$ cat config.mk
export PLATFORM = sky130hd
export DESIGN_NAME = rih_ctrl
export DESIGN_NICKNAME = d
export VERILOG_FILES = /design/src/rtl/core/rih_pkg.sv /design/src/rtl/core/rih_ctrl.sv
export SDC_FILE = /design/constraint.sdc
export NUM_CORES = 1
export LEC_CHECK = 0
export BUFFER_PORTS_ARGS = -buffer_cell sky130_fd_sc_hd__buf_2
export CAP_MARGIN = 5
export CORE_MARGIN = 2
export CORE_UTILIZATION = 49
export DETAILED_ROUTE_END_ITERATION = 6
export GPL_TIMING_DRIVEN = 0
export PLACE_DENSITY = 0.74
export SYNTH_ARGS = -nofsm -noshare
export SYNTH_HDL_FRONTEND = slang
export SYNTH_SLANG_ARGS = --single-unit
export TNS_END_PERCENT = 5
$ cat constraint.sdc
create_clock -name clk -period 2.1 [get_ports clk]
set_input_delay 0 -clock clk [delete_from_list [all_inputs] [get_ports clk]]
set_output_delay 0 -clock clk [all_outputs]
set_load 0.02 [all_outputs]
$ cat src/rtl/core/rih_pkg.sv
// ----------------------------------------------------------------------------
// rih_pkg
// Shared types and codes of the reflection index hit table.
// ----------------------------------------------------------------------------
`default_nettype none

package rih_pkg;

  // Item modes carried on the input tuser.
  localparam logic [1:0] MODE_PIXEL = 2'd0;
  localparam logic [1:0] MODE_READ  = 2'd1;
  localparam logic [1:0] MODE_CLEAR = 2'd2;

  // Result status codes carried on the output tuser.
  localparam logic [2:0] ST_REJECTED = 3'd0;
  localparam logic [2:0] ST_NEW      = 3'd1;
  localparam logic [2:0] ST_IMPROVED = 3'd2;
  localparam logic [2:0] ST_KEPT     = 3'd3;
  localparam logic [2:0] ST_DROPPED  = 3'd4;
  localparam logic [2:0] ST_READ     = 3'd5;
  localparam logic [2:0] ST_EMPTY    = 3'd6;
  localparam logic [2:0] ST_CLEARED  = 3'd7;

  // Configuration register indexes.
  localparam logic [2:0] REG_AXIS_A = 3'd0;
  localparam logic [2:0] REG_AXIS_B = 3'd1;
  localparam logic [2:0] REG_AXIS_C = 3'd2;
  localparam logic [2:0] REG_LIMIT  = 3'd3;
  localparam logic [2:0] REG_WIDTH  = 3'd4;
  localparam logic [2:0] REG_HEIGHT = 3'd5;

  localparam int IDX_W   = 10;
  localparam int COMP_W  = 21;
  localparam int Q_W     = 24;
  localparam int SUM_W   = 48;
  localparam int KEY_W   = 3 * IDX_W;
  localparam int HIT_W   = 52;

  typedef enum logic [3:0] {
    S_IDLE, S_MAC, S_RND, S_SQ, S_SACC, S_JUDGE, S_SCAN, S_HIT, S_MISS,
    S_RDREQ, S_FIN
  } ctrl_state_t;

  // Where the hit fields of a result come from.
  typedef enum logic [1:0] {
    RES_PIX, RES_STORED, RES_READ, RES_ZERO
  } res_sel_t;

  typedef struct packed {
    logic       ld_in;
    logic [1:0] axis_sel;
    logic [1:0] comp_sel;
    logic       mul_en;
    logic       acc_clr;
    logic       acc_add;
    logic       rnd_en;
    logic       sq_en;
    logic       sq_add;
    logic       dsq_clr;
    logic       scan_clr;
    logic       scan_rd;
    logic       entry_rd;
    logic       wr_new;
    logic       wr_upd;
    logic       cnt_inc;
    logic       cnt_clr;
    logic       ovf_set;
    logic       out_load;
    res_sel_t   res_sel;
    logic [2:0] status;
  } rih_cmd_t;

  typedef struct packed {
    logic judge_ok;
    logic scan_more;
    logic match;
    logic better;
    logic full;
    logic entry_ok;
    logic out_free;
  } rih_stat_t;

endpackage

`default_nettype wire

$ cat src/rtl/core/rih_ctrl.sv
// ----------------------------------------------------------------------------
// rih_ctrl
// Sequencer: dot products, rounding, table scan, update and result hand-off.
// ----------------------------------------------------------------------------
`default_nettype none

module rih_ctrl
  import rih_pkg::*;
(
  input  wire logic      clk,
  input  wire logic      rst_n,
  input  wire logic      in_fire,
  input  wire logic [1:0] in_mode,
  output logic           in_rdy,
  input  rih_stat_t      stat,
  output rih_cmd_t       cmd
);

  ctrl_state_t state_r, state_nxt;
  logic [1:0]  cnt_r, cnt_nxt;
  logic [1:0]  axis_r, axis_nxt;
  logic        chk_r, chk_nxt;
  logic [2:0]  st_r, st_nxt;
  res_sel_t    sel_r, sel_nxt;
  logic        issue;

  // Hold state and sequencing counters.
  always_ff @(posedge clk) begin
    if (!rst_n) begin
      state_r <= S_IDLE;
      cnt_r   <= '0;
      axis_r  <= '0;
      chk_r   <= 1'b0;
      st_r    <= ST_EMPTY;
      sel_r   <= RES_ZERO;
    end else begin
      state_r <= state_nxt;
      cnt_r   <= cnt_nxt;
      axis_r  <= axis_nxt;
      chk_r   <= chk_nxt;
      st_r    <= st_nxt;
      sel_r   <= sel_nxt;
    end
  end

  // Next state and commands.
  always_comb begin
    state_nxt    = state_r;
    cnt_nxt      = cnt_r;
    axis_nxt     = axis_r;
    chk_nxt      = chk_r;
    st_nxt       = st_r;
    sel_nxt      = sel_r;
    cmd          = '0;
    cmd.res_sel  = sel_r;
    cmd.status   = st_r;
    cmd.axis_sel = axis_r;
    cmd.comp_sel = cnt_r;
    in_rdy       = 1'b0;
    issue        = 1'b0;
    case (state_r)
      S_IDLE: begin
        in_rdy = 1'b1;
        if (in_fire) begin
          cmd.ld_in = 1'b1;
          cnt_nxt   = '0;
          axis_nxt  = '0;
          case (in_mode)
            MODE_PIXEL: begin
              cmd.dsq_clr = 1'b1;
              state_nxt   = S_MAC;
            end
            MODE_READ: state_nxt = S_RDREQ;
            MODE_CLEAR: begin
              cmd.cnt_clr = 1'b1;
              st_nxt      = ST_CLEARED;
              sel_nxt     = RES_ZERO;
              state_nxt   = S_FIN;
            end
            default: begin
              st_nxt    = ST_EMPTY;
              sel_nxt   = RES_ZERO;
              state_nxt = S_FIN;
            end
          endcase
        end
      end
      // Multiply one component per cycle and add each product in the cycle after its multiply.
      S_MAC: begin
        cmd.mul_en  = (cnt_r != 2'd3);
        cmd.acc_clr = (cnt_r == 2'd0);
        cmd.acc_add = (cnt_r != 2'd0);
        cnt_nxt     = cnt_r + 2'd1;
        if (cnt_r == 2'd3) state_nxt = S_RND;
      end
      S_RND: begin
        cmd.rnd_en = 1'b1;
        state_nxt  = S_SQ;
      end
      S_SQ: begin
        cmd.sq_en = 1'b1;
        state_nxt = S_SACC;
      end
      S_SACC: begin
        cmd.sq_add = 1'b1;
        cnt_nxt    = '0;
        if (axis_r == 2'd2) begin
          state_nxt = S_JUDGE;
        end else begin
          axis_nxt  = axis_r + 2'd1;
          state_nxt = S_MAC;
        end
      end
      S_JUDGE: begin
        sel_nxt = RES_PIX;
        if (!stat.judge_ok) begin
          st_nxt    = ST_REJECTED;
          state_nxt = S_FIN;
        end else begin
          cmd.scan_clr = 1'b1;
          chk_nxt      = 1'b0;
          state_nxt    = S_SCAN;
        end
      end
      // Read one entry per cycle; compare the entry read the cycle before.
      S_SCAN: begin
        issue       = stat.scan_more && !(chk_r && stat.match);
        cmd.scan_rd = issue;
        chk_nxt     = issue;
        if (chk_r && stat.match) state_nxt = S_HIT;
        else if (!issue)         state_nxt = S_MISS;
      end
      S_HIT: begin
        if (stat.better) begin
          cmd.wr_upd = 1'b1;
          st_nxt     = ST_IMPROVED;
          sel_nxt    = RES_PIX;
        end else begin
          st_nxt     = ST_KEPT;
          sel_nxt    = RES_STORED;
        end
        state_nxt = S_FIN;
      end
      S_MISS: begin
        sel_nxt = RES_PIX;
        if (stat.full) begin
          cmd.ovf_set = 1'b1;
          st_nxt      = ST_DROPPED;
        end else begin
          cmd.wr_new  = 1'b1;
          cmd.cnt_inc = 1'b1;
          st_nxt      = ST_NEW;
        end
        state_nxt = S_FIN;
      end
      S_RDREQ: begin
        if (stat.entry_ok) begin
          cmd.entry_rd = 1'b1;
          st_nxt       = ST_READ;
          sel_nxt      = RES_READ;
        end else begin
          st_nxt       = ST_EMPTY;
          sel_nxt      = RES_ZERO;
        end
        state_nxt = S_FIN;
      end
      // Hand the result to the output register once it is free.
      S_FIN: begin
        if (stat.out_free) begin
          cmd.out_load = 1'b1;
          state_nxt    = S_IDLE;
        end
      end
      default: state_nxt = S_IDLE;
    endcase
  end

endmodule

`default_nettype wire

### Yosys cells after proc, flatten, opt, wreduce, memory -nomap -nowiden

Index checks and enable logic that the tools add are counted.

| cells by class | value |
|---|---|
| reductions and logical operators | 21 |
| mux-type cells | 53 |
| add/sub/neg operators | 2 |
| eq/ne operators | 23 |

Operators with widths:

| kind | count |
|---|---|
| 4-bit case mux with 9 select lines | 1 |
| 1-bit 2-to-1 mux | 29 |
| 4-bit 2-to-1 mux | 6 |
| 4-bit by 3-bit == test with 1-bit output, second input constant | 4 |
| 2-bit != test, second input constant | 8 |
| 3-bit 2-to-1 mux | 5 |
| 3-bit case mux with 5 select lines | 1 |
| 4-bit == test, second input constant | 3 |
| 2-bit 2-to-1 mux | 5 |
| 4-bit by 2-bit == test with 1-bit output, second input constant | 2 |
| 2-bit case mux with 4 select lines | 1 |
| 4-bit case mux with 2 select lines | 1 |
| 4-bit AND reduction | 2 |
| 2-bit == test, second input constant | 3 |
| 2-bit case mux with 3 select lines | 1 |
| 3-bit case mux with 2 select lines | 1 |
| 3-bit AND reduction | 2 |
| 2-bit nonzero test | 3 |
| 5-bit nonzero test | 1 |
| 2-bit by 1-bit adder with 2-bit output, second input constant | 2 |
| 4-bit by 1-bit == test with 1-bit output, second input constant | 1 |
| 2-bit zero test | 2 |
| 4-bit zero test | 1 |
| 2-bit case mux with 2 select lines | 1 |
| 10 further kinds | 13 |

| word-level totals | value |
|---|---|
| word-level logic and storage cells | 105 |
| bits of input ports | 12 |
| register bits | 14 |

### Longest topological paths before layout

| depth | value |
|---|---|
| depth after elaboration | 6 |
| mapped depth | 6 |
| mapped depth without buffers | 5 |

### Worst setup path before layout

No wires, ideal clock.

| timing | value |
|---|---|
| path kind | register to output |
| start point | reg state_r[3] |
| end point | out cmd[7] (netlist bit) |
| cell stages (with the launch flop) | 5 |
| path buffers | 1 |
| path slack | 0.295 ns |
| arrival | 1.805 ns |
| cells stage by stage | dfxtp_1 -> buf_4 -> nor4_2 -> nand2_1 -> nor3b_1 |

RTL lines:

| element | line | source |
|---|---|---|
| start, declared | rih_ctrl.sv:19 | `ctrl_state_t state_r, state_nxt;` |
| start signal, assigned | rih_ctrl.sv:37 | `state_r <= state_nxt;` |
| end, declared | rih_ctrl.sv:16 | `output rih_cmd_t cmd` |

==> results.md <==
- RR Endpoint: state_r[0]
- Synth Flop Type: dfxtp_1
- Delay-heaviest family, CP: buffers and inverters
- Setup TNS: 0 ns
- FMAX: 0.532 GHz
- Slew margin rel.: 70.5%
- Warnings, synthesis: 0
- FF-to-FF setup slack: 0.41 ns
- Synthesized flop and latch total: 14
- Crit path launch: state_r[0]
- CP required: 2.10 ns
- Synth Net Count: 158
- Die area: 0.00271 mm^2
- Leakage: 0.688 nW
- Gpl congestion: 0.917
- Share of cells above drive strength 1: 31.5%
- Worst Setup End Kind: output pin
- Register area share after synthesis: 24.8%
- # resized after CTS: 0
- Switching pwr: 0.000826 W
- Max-slew violation count: 0
- Hold buffer count at cts: 0
- Status: completed
- Chip Height: 52.0 um
- Clock power share: 9.5%
- Worst Reg-to-Reg Cells: 5
- Max cap viols: 0
- Initial DRC count: 32
- Cells on Worst Hold Path: 2
- Worst path buffer plus inverter count: 3
- Crit path max-delay cell type: dfxtp_1
- Num rows: 17
- Inserted Clock Buffers: 3
- Final wirelength: 3200 um
- First-pass GRT wire length: 5350 um
- DR WL met2: 1510 um
- Slowest cell delay on critical path: 0.38 ns
- Leading post-synthesis cells by cell area: dfxtp_1 25%, nor2_1 4.0%, and2_1 3.9%, and3_1 3.9%, o21ai_0 3.5%
- Vias per cell: 5.89
- Post-synth EDFFs: 0
- Seq pwr share: 22.9%
- Post-CTS Setup Bufs: 0
- CTS sink count: 14
- Core Box Area: 0.00219 mm^2
- M1 WL: 1410 um
- Cell Chain, Critical Path: buf_2, buf_2, and2b_1, nand2_1, nor2_1, buf_2
- Part of the power in combinational logic: 67.6%
- DRC: 0
- R2R Path Start: state_r[2]
- Root buf cell: clkbuf_4
- ANT cells: 0
- Worst clock skew: 0.00123 ns
- Crit path arrival time: 1.88 ns
- Clk Latency, worst-skew pair: 0.29 ns
- CTS tree: done
- CP Launch Type: flop
- Clk slew on worst S/H paths: 0.09 ns
- Switch share: 49.1%
- Placed cell count: 209
- Initial antenna violation count: 0
- Area leader, netlist: dfxtp_1
- Critical Path End: cmd[20]
- Input/output buffers: 38
- Max Fanout on Critical Path: 10
- Vias in the first global route: 1,149
- Final ANT Viol Nets: 0
- Share of the synthesized area in the top cell type: 24.8%
- CP Depth: 6
- Endpoints failing setup: 0
- Synth Instances: 143
- Most numerous cell in the Yosys netlist: dfxtp_1
- Worst min-delay path class: in2reg
- Final critical-path required period: 1.88 ns
- Total Routing Usage GR: 26.8%
- Hpwl dp: 2490 um
- WS Path Type: reg2out
- Area Growth Syn to Fin: 21.9%
- I/O pins: 39
- Power per cell area: 1220 mW/mm^2
- Avg Synthesized Cell Area: 7.91 um^2
- Wire length per cell: 15.1 um
- Unrepaired setup endpoints after global routing: false
- Initial core utilization: 51.6%
- Max Buffers Root-to-Sink: 2
- Final critical-path share of the clock period: 89.4%
- Unique masters post-synth: 51
- Highest routed layer: met4
- GRT overflow: 0
- Hold Vio Cnt, Final: 0
- DR pass1 iterations: 4
- Post-synth ARST share: 0%
- Worst path most repeated cell: buf_2
- Fin cells: 212
- Pin slew with the least headroom to its limit: 0.442 ns
- Die width: 52.0 um
- Worst VDD drop: 667 uV
- Vias: 1,249
- Largest net degree at the start of global routing: 11
- Synthesized cell area: 0.00113 mm^2
- P_int: 0.000856 W
- Fin nets: 201
- CTS HTree Levels: 1
- Post-synth top cells: 14 x dfxtp_1, 12 x nor2_1, 8 x inv_1, 8 x nand2_1, 8 x o21ai_0
- DR WL met3: 240 um
registers in the layout, indices dropped and copies added, names as in the netlist:
register and flops:
st_r 3, state_r 4, cnt_r 2, axis_r 2
chk_r 1, sel_r 2
power groups by stage:
stage | registers, W | clock network, W | logic (W)
after CTS | 0.000385 | 0.000158 | 0.00113
after detailed placement | 0.000391 | 0 | 0.00113
after global routing | 0.000396 | 0.000174 | 0.00125
after global placement | 0.000387 | 0 | 0.00111
final | 0.000385 | 0.000160 | 0.00114
after floorplan | 0.000432 | 0 | 0.000792
cell usage in the layout, fill, tap and decap left out, types with 2 or more instances in the layout:
cell type	synthesis	final
o211ai_1	5	5
nor3_1	2	2
o21ai_0	8	8
clkbuf_1	3	3
nand2_1	8	8
a21oi_1	4	4
a21o_1	2	2
buf_2	4	42
nor3b_1	2	2
buf_4	3	3
clkbuf_4	0	3
nor4b_1	2	2
and3_1	7	7
or2_2	2	2
and2_1	7	7
a32o_1	2	2
o21a_1	4	4
nand2b_1	3	3
ha_1	3	3
mux2i_1	2	2
nand3b_1	4	4
dfxtp_1	14	14
nor2_1	12	12
a21boi_0	2	2
inv_1	8	8
nor2b_1	4	4
layer usage:
layer,up-vias,GRT usage [%]
li1,608,-
met1,571,35.2
met2,63,45.4
met3,7,4.60
met4,0,6.14
met5,-,0
worst min-delay path by stage:
stage               slack (ns)         end       start
global route              0.04  state_r[0]       rst_n
floorplan                 0.08      cmd[7]  in_mode[0]
finish                    0.03  state_r[0]       rst_n
detailed placement        0.30      cmd[8]     stat[2]
CTS                       0.02  state_r[0]       rst_n
global placement          0.30      cmd[8]     stat[2]
layout make-up:
type                       count  area (um^2)
clock buffer                   3         22.5
sequential                    14          280
fill                         203          812
multi-input combinational    110          756
tap                           28         35.0
buffer                        11         65.1
inverter                       8         30.0
timing repair buffer          38          190
logic make-up (layout without fill, tap and decap cells):
kind of cell / after synthesis / after routing / share of synthesized area (%)
and+or+nand+nor: 66 / 66 / 36.2
AOI/OAI and AO/OA: 39 / 39 / 25.6
buffers and inverters: 19 / 60 / 8.41
DFF: 14 / 14 / 24.8
adders and majority gates: 3 / 3 / 3.32
muxes: 2 / 2 / 1.77
through the flow:
step	hold WS, ns	setup WS [ns]	power (W)	instance area (um^2)	utilization (%)
after CTS	0.0210	0.257	0.00167	1380	62.9
final	0.0293	0.222	0.00168	1380	62.9
after global routing	0.0422	0.0977	0.00182	1380	62.9
after detailed placement	0.304	0.448	0.00152	1360	61.9
after global placement	0.300	0.463	0.00149	1360	61.9
after floorplan	0.0817	0.295	0.00122	1130	-
(Power assumes the default switching activity.)
